--- config.mk ---
export PLATFORM = sky130hd
export DESIGN_NAME = atrp_sqrt
export DESIGN_NICKNAME = d
export VERILOG_FILES = /design/src/hdl/atrp_pkg.sv /design/src/hdl/atrp_sqrt.sv
export SDC_FILE = /design/constraint.sdc
export NUM_CORES = 2
export LEC_CHECK = 0
export BUFFER_PORTS_ARGS = -buffer_cell sky130_fd_sc_hd__buf_2
export CORE_MARGIN = 3
export CORE_UTILIZATION = 45
export CTS_CLUSTER_SIZE = 16
export DETAILED_ROUTE_END_ITERATION = 7
export PLACE_DENSITY = 0.6
export SLEW_MARGIN = 30
export SYNTH_ARGS = -nofsm -noshare
export SYNTH_HDL_FRONTEND = slang
export SYNTH_SLANG_ARGS = --single-unit
export TNS_END_PERCENT = 5
--- constraint.sdc ---
create_clock -name clk -period 7.3 [get_ports clk]
set_input_delay 0 -clock clk [delete_from_list [all_inputs] [get_ports clk]]
set_output_delay 0 -clock clk [all_outputs]
set_load 0.02 [all_outputs]
--- src/hdl/atrp_pkg.sv ---
package atrp_pkg;

    // defaults of the top level parameters
    localparam int ANGLE_FRAC_BITS_DEF = 13;
    localparam int CORDIC_STEPS_DEF    = 16;

    // field widths
    localparam int BYTE_W = 8;
    localparam int AXIS_W = 16;

    // square root datapath
    localparam int SQRT_FRAC = 8;
    localparam int SUM_W     = 32;
    localparam int OP_W      = SUM_W + 2 * SQRT_FRAC;
    localparam int ROOT_W    = OP_W / 2;
    localparam int REM_W     = ROOT_W + 2;

    // cordic datapath
    localparam int NUM_W = AXIS_W + 1;
    localparam int CY_W  = NUM_W + SQRT_FRAC;
    localparam int CX_W  = 28;

    // arctangent table, atan(2^-i) scaled by 2^30
    localparam int TABLE_LEN = 24;
    localparam longint HALF_PI_Q30 = 64'sd1686629713;
    localparam longint ATAN_Q30 [TABLE_LEN] = '{
        64'sd843314856, 64'sd497837829, 64'sd263043836, 64'sd133525158,
        64'sd67021686,  64'sd33543515,  64'sd16775850,  64'sd8388437,
        64'sd4194282,   64'sd2097149,   64'sd1048575,   64'sd524287,
        64'sd262143,    64'sd131071,    64'sd65535,     64'sd32767,
        64'sd16383,     64'sd8191,      64'sd4095,      64'sd2047,
        64'sd1023,      64'sd511,       64'sd255,       64'sd127
    };

    // round a q30 angle to frac fraction bits
    function automatic longint round_q30(longint v, int frac);
        return (v + (64'sd1 <<< (29 - frac))) >>> (30 - frac);
    endfunction

    // saturation limit of the output angle
    function automatic longint angle_lim(int frac);
        return round_q30(HALF_PI_Q30, frac);
    endfunction

    typedef struct packed {
        logic signed [AXIS_W-1:0] x;
        logic signed [AXIS_W-1:0] y;
        logic signed [AXIS_W-1:0] z;
    } accel_t;

endpackage

--- src/hdl/atrp_sqrt.sv ---
// pipelined integer square root, one root bit per stage
module atrp_sqrt (
    input  logic                         clk,
    input  logic                         rst_n,
    input  logic                         en,
    input  logic                         in_valid,
    input  logic [atrp_pkg::SUM_W-1:0]   radicand,
    output logic                         out_valid,
    output logic [atrp_pkg::ROOT_W-1:0]  root
);

    localparam int ROOT_W = atrp_pkg::ROOT_W;
    localparam int REM_W  = atrp_pkg::REM_W;
    localparam int OP_W   = atrp_pkg::OP_W;

    logic [REM_W-1:0]  rem_reg  [ROOT_W-1];
    logic [OP_W-1:0]   op_reg   [ROOT_W-1];
    logic [ROOT_W-1:0] root_reg [ROOT_W];
    logic              vld_reg  [ROOT_W];

    for (genvar k = 0; k < ROOT_W; k++) begin : g_stage
        logic [REM_W-1:0]  rem_in;
        logic [OP_W-1:0]   op_in;
        logic [ROOT_W-1:0] root_in;
        logic              vld_in;
        logic [REM_W-1:0]  rem_sh;
        logic [REM_W-1:0]  trial;
        logic              ge;

        // stage inputs
        if (k == 0) begin : g_first
            assign rem_in  = '0;
            assign op_in   = {radicand, {(2 * atrp_pkg::SQRT_FRAC){1'b0}}};
            assign root_in = '0;
            assign vld_in  = in_valid;
        end else begin : g_next
            assign rem_in  = rem_reg[k-1];
            assign op_in   = op_reg[k-1];
            assign root_in = root_reg[k-1];
            assign vld_in  = vld_reg[k-1];
        end

        // one restoring step
        assign rem_sh = {rem_in[REM_W-3:0], op_in[OP_W-1 -: 2]};
        assign trial  = {root_in, 2'b01};
        assign ge     = (rem_sh >= trial);

        always_ff @(posedge clk)
        begin
            if (en)
            begin
                root_reg[k] <= {root_in[ROOT_W-2:0], ge};
            end
        end

        if (k < ROOT_W - 1) begin : g_carry
            always_ff @(posedge clk)
            begin
                if (en)
                begin
                    rem_reg[k] <= ge ? (rem_sh - trial) : rem_sh;
                    op_reg[k]  <= {op_in[OP_W-3:0], 2'b00};
                end
            end
        end

        always_ff @(posedge clk or negedge rst_n)
        begin
            if (!rst_n)
            begin
                vld_reg[k] <= 1'b0;
            end
            else if (en)
            begin
                vld_reg[k] <= vld_in;
            end
        end
    end

    assign root      = root_reg[ROOT_W-1];
    assign out_valid = vld_reg[ROOT_W-1];

endmodule

Word level (Yosys, flattened, before mapping):

Memories as Yosys holds them, arrays and structs flattened.
Index checks and enable logic that the tools add are counted.

* add/sub/neg operators: 23
* $lt $le $gt $ge: 24
* muxes and demuxes: 25

Operator list (number)
* $ge 26x26->1: 23
* $mux 26: 23
* $sub 26x26->26: 22
* $sub 2x1->3 const B: 1
* $ge 2x1->1 const B: 1
* $mux 1: 2

* bits in registers: 24
* RAM bits: 2232
* input port bits: 36
* logic and storage cells: 99
* memories: 3

Memory list
* op_reg: words 23, width 46, read ports 23, clocked after Yosys merged registers in 0, write ports 23, RTL line atrp_sqrt.sv:17 `logic [OP_W-1:0] op_reg [ROOT_W-1];`
* rem_reg: words 23, width 26, read ports 23, clocked after Yosys merged registers in 0, write ports 23, RTL line atrp_sqrt.sv:16 `logic [REM_W-1:0] rem_reg [ROOT_W-1];`
* root_reg: words 24, width 24, read ports 24, clocked after Yosys merged registers in 0, write ports 24, RTL line atrp_sqrt.sv:18 `logic [ROOT_W-1:0] root_reg [ROOT_W];`

Logic depth before layout (Yosys ltp):

An unclocked memory read counts as a cell.

* word-level depth: 3
* depth in mapped cells: 14

Least setup slack after synthesis:

No wires, ideal clock.

* path kind: register to register
* from: memory root_reg[2][96] (netlist bit)
* to: memory rem_reg[2][134] (netlist bit), data pin
* data arrival time: 2.963 ns
* required time: 7.029 ns
* slack: 4.066 ns
* stages on the path, launching flop included: 14
* buffers on the path: 2
* clock period less this slack: 3.234 ns
* path through: edfxtp_1 > inv_1 > ha_1 > inv_1 > fa_1 > nor2b_1 > o2111ai_1 > a31oi_1 > and3_1 > a21oi_1 > o211ai_1 > clkbuf_1 > buf_1 > a21oi_1

RTL lines (RTL line)
* start: declaration: atrp_sqrt.sv:18
* end: declaration: atrp_sqrt.sv:16

==> flow_summary.toml <==
[die]
initial_core_util_pct = 45.41
row_count = 127
dieArea_mm2 = 0.1253
num_io_pins = 61
fp.dieW_um = 353.9
die_h_um = 353.9
fp.coreArea_mm2 = 0.1200

[synth]
ys_top_cells_by_area = "edfxtp_1, ha_1, xnor2_1"
synth_ff_type = "edfxtp_1"
ys_seq_elements = 1079
synth_area_per_cell_um2 = 12.15
synth_nets = 4836
netlist_area_mm2 = 0.05448
yosysWarnings = 0
yosysUniqueCellTypes = 81
yosys.area.top_type = "edfxtp_1"
synthArstFlopShare_pct = 2.224
synthCells = 4483
ys_seq_area_share_pct = 59.26
synth_enable_flop_cells = 1055
synth_top_area_share_pct = 58.15

[power]
fin_total_pwr_mw = 18.48
power.leakage_nw = 24.03
power.density_mw_per_mm2 = 300.1
peakVddDrop_mv = 0.2398

[sta]
holdWs_ns = 0.1029
setup_violations = 0
min_period_ns = 3.686
finalHoldViolations = 0
slew_viol_final = 0
slew_headroom_pct = 39.99
worstMarginPinSlew_ns = 0.8888
setup_tns_ns = 0
fmax_ghz = 0.2713
setup_ws_ns = 3.614
finClkSkew_ns = 0.02802
rsz0062_at_grt = "false"
period_share_pct = 50.50

[drt]
wire_per_inst_um = 16.14
drt_pass1_iterations = 6
routed_via_density = 5.261
drtIter0Drc = 2205
drtAntennaViolNets = 0
routed_wl_mm = 103.1
vias = 33610
drc = 0

[final_layout]
fillers = 10520
fin_cells = 6389
postLayoutCellArea_mm2 = 0.06160
layout-drive-gt1-share_pct = 9.211
final_util_pct = 51.34
multi_input_area_mm2 = 0.02041
largest_reg_flops = 515
fin_nets = 5026
num_antenna_cells = 0
regArea_mm2 = 0.03228
area_growth_pct = 13.07

[grt]
grt_use_total_pct = 16.28
grt_pass1_wl_mm = 167.9
grt_max_degree = 172
grt_pass1_vias = 32430
antenna_found_initial = 2
grt_overflow = 0

[setup_path]
r2r_setup_slack_ns = 3.61
critPathKind = "flop to flop"
critPathCapture = "rem_reg[2][2]"
worst-path-max-fanout = 36
arrival_ns = 4.13
timing.rr.end = "rem_reg[2][2]"
crit_required_ns = 7.75
r2r-start = "rem_reg[1][182]"
crit_path_end_kind = "flop"
start_kind = "flop"
worstRegToRegCells = 11
crit_start = "rem_reg[1][182]"

[placement]
postPlaceCellArea_mm2 = 0.05681
gp_congestion = 0.8455
placed_cells = 6094
dp_slack_ns = 3.697
dp_hpwl_mm = 73.57
io_buffers = 60

[cts]
clk_pin_slew_ns = 0.06
clk_latency_ns = 0.70
postCtsResizedCells = 0
cts_setup_buffers = 0
cts_tree = "built"
clock-sinks = 1079
cts_hold_buf = 67
htree_levels = 3
cts_buffers = 119
cts_root_buf = "clkbuf_16"
ctsLongestPathBuffers = 3

[status]
status = "finished, final reports clean"

[flow_run]
drv_cap = 0

[min_path]
hold_start = "radicand[14]"
holdPathStages = 2
hold_class = "input pin to flop"
-- routing by layer --
metal	wire length [um]	track usage, %	up-vias
met4	2072	4.576	2
met2	48360	26.37	532
li1	-	-	16910
met3	4509	2.694	148
met1	48170	22.69	16020
met5	13	0	-
-- how the worst min path moves through the flow --
stage / endpoint / slack [ns]
detailed placement: out_valid / 0.005
floorplan: g_stage[10].vld_in / -0.30
global route: op_reg[0][30] / 0.05
CTS: op_reg[0][30] / 0.02
finish: op_reg[0][30] / 0.10
global placement: out_valid / -0.001
-- cell usage after synthesis, drive strengths merged (22+ instances only) --
master     n
clkbuf    80
and2      22
a21o     101
xnor2    196
o21ai    238
mux2      95
and3      27
ha       310
dfrtp     24
edfxtp  1055
nand3     70
or2       27
nand2    307
o31ai     37
o21a      64
a211oi    34
nand3b    28
a21oi    251
nor3     110
nand2b    55
nor4      53
o211ai    32
nor2b     59
inv      415
xor2     177
nor2     269
nand4     39
or3       54
-- cells by family after synthesis --
family                   count (synthesis)  synth area share [%]
buffers and inverters                  500                 3.482
AO/OA/AOI/OAI                          915                 10.66
XOR/XNOR                               373                 5.997
adder cells (fa/ha/maj)                317                 7.377
AND/OR/NAND/NOR                       1192                 11.05
other                                    1              0.006884
flip-flops                            1079                 59.26
multiplexers                           106                 2.166
-- layout make-up --
| type | instances | share of cell area (%) |
|---|---|---|
| Clock buffer | 144 | 5.139 |
| Inverter | 416 | 2.535 |
| Multi-Input combinational cell | 2904 | 33.13 |
| Sequential cell | 1079 | 52.41 |
| Tap cell | 1612 | 3.274 |
| Clock inverter | 81 | 1.430 |
| Timing Repair Buffer | 153 | 2.084 |
-- power breakdown --
group	leakage, nW	switching (mW)	total (mW)	internal, mW
clock network	1.96	2.42	6.13	3.71
registers	10.3	0.546	8.49	7.94
logic	11.8	2.11	3.87	1.76
total	24.0	5.07	18.5	13.4
-- worst max-delay path, stage by stage (launching register included) --
cell      delay [ns]
edfxtp_1        0.39
ha_1            0.24
inv_1           0.07
fa_1            0.21
nor2b_1         0.06
o21ai_0         0.20
a21oi_1         0.17
o311ai_0        0.80
a21oi_1         0.29
nor4_4          0.25
buf_4           0.36
mux2_2          0.38
-- cell usage in the layout, fill, tap and decap left out, drive strengths merged, types with 39 or more instances in the layout --
cell and instances:
edfxtp 1055, inv 417, ha 310, nand2 307, nor2 269, a21oi 251
o21ai 238, xnor2 196, xor2 177, clkbuf 144, nor3 110, a21o 101
mux2 95, buf 86, nand3 70, dlygate4sd3 67, o21a 64, nor2b 59
nand2b 55, or3 54, nor4 53, clkinv 51, nand4 39
Power figures use the tool's default switching activity.
