`src/hdl/atrp_pkg.sv`:
```
package atrp_pkg;

    // defaults of the top level parameters
    localparam int ANGLE_FRAC_BITS_DEF = 13;
    localparam int CORDIC_STEPS_DEF    = 16;

    // field widths
    localparam int BYTE_W = 8;
    localparam int AXIS_W = 16;

    // square root datapath
    localparam int SQRT_FRAC = 8;
    localparam int SUM_W     = 32;
    localparam int OP_W      = SUM_W + 2 * SQRT_FRAC;
    localparam int ROOT_W    = OP_W / 2;
    localparam int REM_W     = ROOT_W + 2;

    // cordic datapath
    localparam int NUM_W = AXIS_W + 1;
    localparam int CY_W  = NUM_W + SQRT_FRAC;
    localparam int CX_W  = 28;

    // arctangent table, atan(2^-i) scaled by 2^30
    localparam int TABLE_LEN = 24;
    localparam longint HALF_PI_Q30 = 64'sd1686629713;
    localparam longint ATAN_Q30 [TABLE_LEN] = '{
        64'sd843314856, 64'sd497837829, 64'sd263043836, 64'sd133525158,
        64'sd67021686,  64'sd33543515,  64'sd16775850,  64'sd8388437,
        64'sd4194282,   64'sd2097149,   64'sd1048575,   64'sd524287,
        64'sd262143,    64'sd131071,    64'sd65535,     64'sd32767,
        64'sd16383,     64'sd8191,      64'sd4095,      64'sd2047,
        64'sd1023,      64'sd511,       64'sd255,       64'sd127
    };

    // round a q30 angle to frac fraction bits
    function automatic longint round_q30(longint v, int frac);
        return (v + (64'sd1 <<< (29 - frac))) >>> (30 - frac);
    endfunction

    // saturation limit of the output angle
    function automatic longint angle_lim(int frac);
        return round_q30(HALF_PI_Q30, frac);
    endfunction

    typedef struct packed {
        logic signed [AXIS_W-1:0] x;
        logic signed [AXIS_W-1:0] y;
        logic signed [AXIS_W-1:0] z;
    } accel_t;

endpackage

```
`src/hdl/atrp_cordic.sv`:
```
// pipelined vectoring cordic, one rotation per stage, then saturation
module atrp_cordic #(
    parameter int ANGLE_FRAC_BITS = atrp_pkg::ANGLE_FRAC_BITS_DEF,
    parameter int CORDIC_STEPS    = atrp_pkg::CORDIC_STEPS_DEF
) (
    input  logic                               clk,
    input  logic                               rst_n,
    input  logic                               en,
    input  logic                               in_valid,
    input  logic [atrp_pkg::ROOT_W-1:0]        x_in,
    input  logic signed [atrp_pkg::CY_W-1:0]   y_in,
    output logic                               out_valid,
    output logic signed [ANGLE_FRAC_BITS+1:0]  angle
);

    localparam int CX_W   = atrp_pkg::CX_W;
    localparam int AW     = ANGLE_FRAC_BITS + 3;
    localparam int OW     = ANGLE_FRAC_BITS + 2;
    localparam logic signed [AW-1:0] LIM = AW'(atrp_pkg::angle_lim(ANGLE_FRAC_BITS));

    logic signed [CX_W-1:0] x_reg [CORDIC_STEPS];
    logic signed [CX_W-1:0] y_reg [CORDIC_STEPS];
    logic signed [AW-1:0]   a_reg [CORDIC_STEPS];
    logic                   z_reg [CORDIC_STEPS];
    logic                   v_reg [CORDIC_STEPS];

    logic signed [OW-1:0]   angle_reg;
    logic signed [OW-1:0]   angle_next;
    logic                   valid_reg;

    for (genvar i = 0; i < CORDIC_STEPS; i++) begin : g_step
        localparam logic signed [AW-1:0] T_I =
            AW'(atrp_pkg::round_q30(atrp_pkg::ATAN_Q30[i], ANGLE_FRAC_BITS));
        logic signed [CX_W-1:0] xi;
        logic signed [CX_W-1:0] yi;
        logic signed [AW-1:0]   ai;
        logic                   zi;
        logic                   vi;
        logic signed [CX_W-1:0] xs;
        logic signed [CX_W-1:0] ys;

        // stage inputs, both-zero flag taken at entry
        if (i == 0) begin : g_first
            assign xi = $signed({{(CX_W - atrp_pkg::ROOT_W){1'b0}}, x_in});
            assign yi = CX_W'(y_in);
            assign ai = '0;
            assign zi = (x_in == '0) && (y_in == '0);
            assign vi = in_valid;
        end else begin : g_next
            assign xi = x_reg[i-1];
            assign yi = y_reg[i-1];
            assign ai = a_reg[i-1];
            assign zi = z_reg[i-1];
            assign vi = v_reg[i-1];
        end

        assign xs = xi >>> i;
        assign ys = yi >>> i;

        // rotate toward the x axis
        always_ff @(posedge clk)
        begin
            if (en)
            begin
                if (!yi[CX_W-1])
                begin
                    x_reg[i] <= xi + ys;
                    y_reg[i] <= yi - xs;
                    a_reg[i] <= ai + T_I;
                end
                else
                begin
                    x_reg[i] <= xi - ys;
                    y_reg[i] <= yi + xs;
                    a_reg[i] <= ai - T_I;
                end
                z_reg[i] <= zi;
            end
        end

        always_ff @(posedge clk or negedge rst_n)
        begin
            if (!rst_n)
            begin
                v_reg[i] <= 1'b0;
            end
            else if (en)
            begin
                v_reg[i] <= vi;
            end
        end
    end

    // saturate, force zero when both arguments were zero
    always_comb
    begin
        if (z_reg[CORDIC_STEPS-1])
        begin
            angle_next = '0;
        end
        else if (a_reg[CORDIC_STEPS-1] > LIM)
        begin
            angle_next = OW'(LIM);
        end
        else if (a_reg[CORDIC_STEPS-1] < -LIM)
        begin
            angle_next = OW'(-LIM);
        end
        else
        begin
            angle_next = OW'(a_reg[CORDIC_STEPS-1]);
        end
    end

    always_ff @(posedge clk)
    begin
        if (en)
        begin
            angle_reg <= angle_next;
        end
    end

    always_ff @(posedge clk or negedge rst_n)
    begin
        if (!rst_n)
        begin
            valid_reg <= 1'b0;
        end
        else if (en)
        begin
            valid_reg <= v_reg[CORDIC_STEPS-1];
        end
    end

    assign angle     = angle_reg;
    assign out_valid = valid_reg;

endmodule

```
`config.mk`:
```
export PLATFORM = sky130hd
export DESIGN_NAME = atrp_cordic
export DESIGN_NICKNAME = d
export VERILOG_FILES = /design/src/hdl/atrp_pkg.sv /design/src/hdl/atrp_cordic.sv
export SDC_FILE = /design/constraint.sdc
export NUM_CORES = 2
export LEC_CHECK = 0
export BUFFER_PORTS_ARGS = -buffer_cell sky130_fd_sc_hd__buf_2
export CAP_MARGIN = 10
export CORE_ASPECT_RATIO = 1.25
export CORE_MARGIN = 8
export CORE_UTILIZATION = 50
export CTS_BUF_LIST = sky130_fd_sc_hd__clkbuf_4 sky130_fd_sc_hd__clkbuf_8 sky130_fd_sc_hd__clkbuf_16
export CTS_CLUSTER_SIZE = 24
export DETAILED_ROUTE_END_ITERATION = 6
export PLACE_DENSITY = 0.71
export REMOVE_ABC_BUFFERS = 1
export SLEW_MARGIN = 40
export SYNTH_ARGS = -nofsm -noshare
export SYNTH_HDL_FRONTEND = slang
export SYNTH_SLANG_ARGS = --single-unit
```
`constraint.sdc`:
```
create_clock -name clk -period 6.4 [get_ports clk]
set_input_delay 0.32 -clock clk [delete_from_list [all_inputs] [get_ports clk]]
set_output_delay 0.32 -clock clk [all_outputs]
set_load 0.02 [all_outputs]
```
Yosys cells after proc, flatten, opt, wreduce, memory -nomap -nowiden
Memories as Yosys holds them, arrays and structs flattened.
Index checks and enable logic that the tools add are counted.

word-level totals
  bits in writable memories = 1168
  output and inout port bits = 16
  flip-flop bits (word level) = 32
  memories = 4

operators by class
  add/sub/neg operators = 89
  mux-type cells = 148
  bitwise operators = 48
  reduce and logical (&&, ||, !) cells = 5
  $lt $le $gt $ge = 2

memories
  memory  depth  bits a word  read ports  clocked after memory_dff  write ports  RTL line           RTL
  x_reg   16     28           15          0                         16           atrp_cordic.sv:21  logic signed [CX_W-1:0] x_reg [CORDIC_STEPS];
  y_reg   16     28           15          0                         16           atrp_cordic.sv:22  logic signed [CX_W-1:0] y_reg [CORDIC_STEPS];
  a_reg   16     16           16          0                         16           atrp_cordic.sv:23  logic signed [AW-1:0] a_reg [CORDIC_STEPS];
  z_reg   16     1            16          0                         16           atrp_cordic.sv:24  logic z_reg [CORDIC_STEPS];

operators by type and width
  cell                          number
  two-way mux 28 bit            32
  two-way mux 16 bit            16
  two-way mux 1 bit             98
  adder 28 x 13 -> 28 bit       2
  adder 28 x 14 -> 28 bit       2
  adder 28 x 15 -> 28 bit       2
  adder 28 x 16 -> 28 bit       2
  adder 28 x 17 -> 28 bit       2
  adder 28 x 18 -> 28 bit       2
  adder 28 x 19 -> 28 bit       2
  adder 28 x 20 -> 28 bit       2
  adder 28 x 21 -> 28 bit       2
  adder 28 x 22 -> 28 bit       2
  adder 28 x 23 -> 28 bit       2
  adder 28 x 24 -> 28 bit       2
  adder 28 x 25 -> 28 bit       2
  adder 28 x 26 -> 28 bit       2
  adder 28 x 27 -> 28 bit       2
  subtractor 28 x 13 -> 28 bit  2
  subtractor 28 x 14 -> 28 bit  2
  subtractor 28 x 15 -> 28 bit  2
  subtractor 28 x 16 -> 28 bit  2
  subtractor 28 x 17 -> 28 bit  2
  subtractor 28 x 18 -> 28 bit  2
  45 further kinds              104

Depth between registers and ports, before layout
An unclocked memory read counts as a cell.

  depth after elaboration = 5
  mapped depth = 21
  mapped depth without buffers = 20

Worst setup path after synthesis
OpenSTA, ideal clock, no wires.

  kind = input to register
  start point = in en
  end point = mem x_reg[10][26], in the netlist x_reg[1][82] (data pin)
  cell stages on the path = 18
  path slack = 2065 ps
  buffers on the path = 3
  required time = 6142 ps
  arrival = 4077 ps
  path through = clkbuf_1 nand2_1 inv_1 clkbuf_1 buf_1 nor2_1 xnor2_1 ha_1 nor2b_1 o31ai_1 a21oi_1 o41a_1 a211o_1 a21oi_2 o21ai_1 a211o_1 a21oi_1 xnor2_1

RTL lines
  what             RTL line           RTL
  start, declared  atrp_cordic.sv:8   input logic en,
  end, declared    atrp_cordic.sv:21

==> results.json <==
{
  "status": "completed",
  "worst_slew_pin_slew_ns": 0.808,
  "layout_commonest_cell": "edfxtp_1",
  "routedWlPerCell_um": 18.9,
  "crit_type": "flop to flop",
  "synth.area.top_cells": "edfxtp_1, ha_1, xnor2_1",
  "vias": 60500,
  "slew_headroom": 0.448,
  "cpPeakStageDelay_ns": 0.61,
  "slew_violations": 0,
  "antenna_found_initial": 2,
  "wl_met1_um": 78200,
  "clock_path_buffers": 3,
  "tns_ns": 0,
  "ant_nets": 0,
  "syn_to_final_growth_pct": 8.05,
  "cp.arrival_ns": 5.55,
  "routed.top_layer": "met4",
  "path_max_fanout": 5,
  "cts-root-buf": "clkbuf_16",
  "setup_viol": 0,
  "drv_cap": 0,
  "die_height_um": 456,
  "clkSinkCount": 928,
  "final_cells": 10200,
  "wl_met3_um": 7410,
  "placedCellCount": 10000,
  "synthDistinctLibCells": 100,
  "design.die.area_um2": 168000,
  "dr.pass1.iters": 5,
  "drive_gt1_frac": 0.0482,
  "drc": 0,
  "fmax_mhz": 197,
  "dieWidth_um": 368,
  "start_kind": "flop",
  "numPortBuffers": 67,
  "multiInputGateArea_um2": 47400,
  "worst_hold_path_type": "primary input to async pin",
  "cts_buffers": 99,
  "grt.total_usage": 0.222,
  "start_util": 0.502,
  "period_share": 0.792,
  "path_cells": "or3_1 -> nor4_1 -> nand2_1 -> nand2_1 -> xor2_1 -> ha_1 -> a21oi_1 -> nor3b_1 -> a211oi_1 -> nor3_1 -> a211oi_1 -> or4_1 -> a31oi_1 -> o211ai_1 -> xor2_1",
  "endpoint_kind": "flop",
  "fin_worst_skew_ns": 0.0626,
  "yosys_most_used_dff": "edfxtp_1",
  "grt_pass1_wl_um": 309000,
  "yosys.area.top_type": "edfxtp_1",
  "clk_latency_ns": 0.76,
  "hold_viol": 0,
  "cp.required_ns": 6.88,
  "io-pin-count": 69,
  "final_cell_mix": "edfxtp_1, ha_1, a21oi_1",
  "met2WireLength_um": 99800,
  "synth_edf_count": 911,
  "largest_reg_flops": 335,
  "slowest_stage": "nor4_1",
  "wirelength_um": 194000,
  "core_area_um2": 154000,
  "synth_top_cell_area_share": 0.354,
  "grt_setup_unrepaired": "no",
  "first_iter_violations": 4173,
  "cts_tree": "yes",
  "place.gp.congestion": 0.938,
  "fill_cells": 13500,
  "dp_hpwl_um": 153000,
  "synth.avg_cell_area_um2": 9.62,
  "htree_levels": 3,
  "vias_per_cell": 5.92,
  "grt_pass1_vias": 59300,
  "ys_ff_latch": 928,
  "seq_area_frac_synth": 0.359,
  "netlist_area_um2": 77300,
  "grt_max_degree": 88,
  "ys_warn_count": 0,
  "syn_inst": 8041,
  "period_minus_slack_ns": 5.07,
  "core.rowCount": 161,
  "nets": 9088,
  "globalRouteOverflowTotal": 0,
  "ys_async_sr_fraction": 0.0183,
  "regArea_um2": 27800,
  "path_clk_slew_ns": 0.06
}
==> critical path: cells and delay by family, from the launching register on <==
family	cells	cell delay [ns]
and+or+nand+nor	7	2.62
AOI/OAI and AO/OA	5	1.11
DFF	1	0.48
xor gates and xnor gates	2	0.32
adders and majority gates	1	0.28
==> synthesized netlist by cell type, drive strengths merged, types with 15 or more instances <==
master  count
nor3b      16
nor4       63
a21oi     732
or4        37
and2       28
a31oi      67
a211oi     73
edfxtp    911
nand2     472
or2        25
buf        17
a21boi     32
fa         39
nor2b     111
inv       413
xor2      408
o31ai     114
o22ai      16
and3       63
dfrtp      17
clkbuf    145
xnor2     703
mux2i      37
nor3      164
o21a      131
a211o      29
or3        50
nand4      57
o211ai     34
a31o       15
nand3     106
ha        900
nor2      685
mux2       29
o21bai    120
o21ai     500
o31a       26
a21o      276
o41ai      67
nand2b    132
==> routing by layer <==
metal	global-route usage	vias up
li1	-	29700
met1	0.259	28800
met2	0.413	1486
met3	0.0202	447
met4	0.0940	0
met5	0	-
==> stage by stage <==
| stage | area (um2) | util | hold slack, ns | worst slack, ns |
|---|---|---|---|---|
| after floorplan | 76700 | - | 0.0244 | 1.73 |
| after global placement | 80000 | 0.520 | 0.246 | 0.996 |
| after detailed placement | 80000 | 0.520 | 0.254 | 1.28 |
| after CTS | 83500 | 0.543 | 0.00451 | 1.31 |
| after global routing | 83600 | 0.543 | 0.0606 | 0.954 |
| final | 83600 | 0.543 | 0.0404 | 1.33 |
==> logic make-up (layout without fill, tap and decap cells) <==
family / Yosys count / count (layout) / share of synthesized area
fa+ha+maj: 939 / 939 / 0.156
compound gates: 2363 / 2363 / 0.194
buf+inv: 580 / 720 / 0.0283
flops: 928 / 928 / 0.359
mux: 66 / 66 / 0.00906
xor+xnor: 1111 / 1111 / 0.126
simple gates: 2053 / 2053 / 0.127
other cells: 1 / 2 / 0.0000485
==> worst paths after layout <==
check                                        from                        to  slack [ns]  cells after the start
max                        y_reg[0][33]$_DFFE_PP_    x_reg[0][82]$_DFFE_PP_        1.33                     15
min                                         rst_n  g_step[8].vi$_DFFE_PN0P_        0.04                      2
max reg2reg                y_reg[0][33]$_DFFE_PP_    x_reg[0][82]$_DFFE_PP_        1.33                     15
min reg2reg                a_reg[0][67]$_DFFE_PP_    a_reg[0][83]$_DFFE_PP_        0.41                      0
max in group asynchronous                   rst_n  g_step[1].vi$_DFFE_PN0P_        6.08                      2
min in group clk                          y_in[0]     y_reg[0][0]$_DFFE_PP_        0.06                      3
==> cell type report <==
type | count | share of cell area
Antenna cell | 1 | 0.0000300
Clock buffer | 121 | 0.0321
Clock inverter | 65 | 0.00975
Inverter | 418 | 0.0188
Multi-Input combinational cell | 6533 | 0.567
Sequential cell | 928 | 0.333
Tap cell | 2037 | 0.0305
Timing Repair Buffer | 116 | 0.00882
==> repair_timing <==
item	4_1_cts	5_1_grt
hold endpoints to repair	18	0
hold buffers	2	0
buffers inserted	0	0
endpoints found under the setup margin	0	0
gates resized for setup	0	0
Power is left out: the tool's default activity adds up to more than one toggle a clock period on the data nets, which glitch-free logic cannot reach.
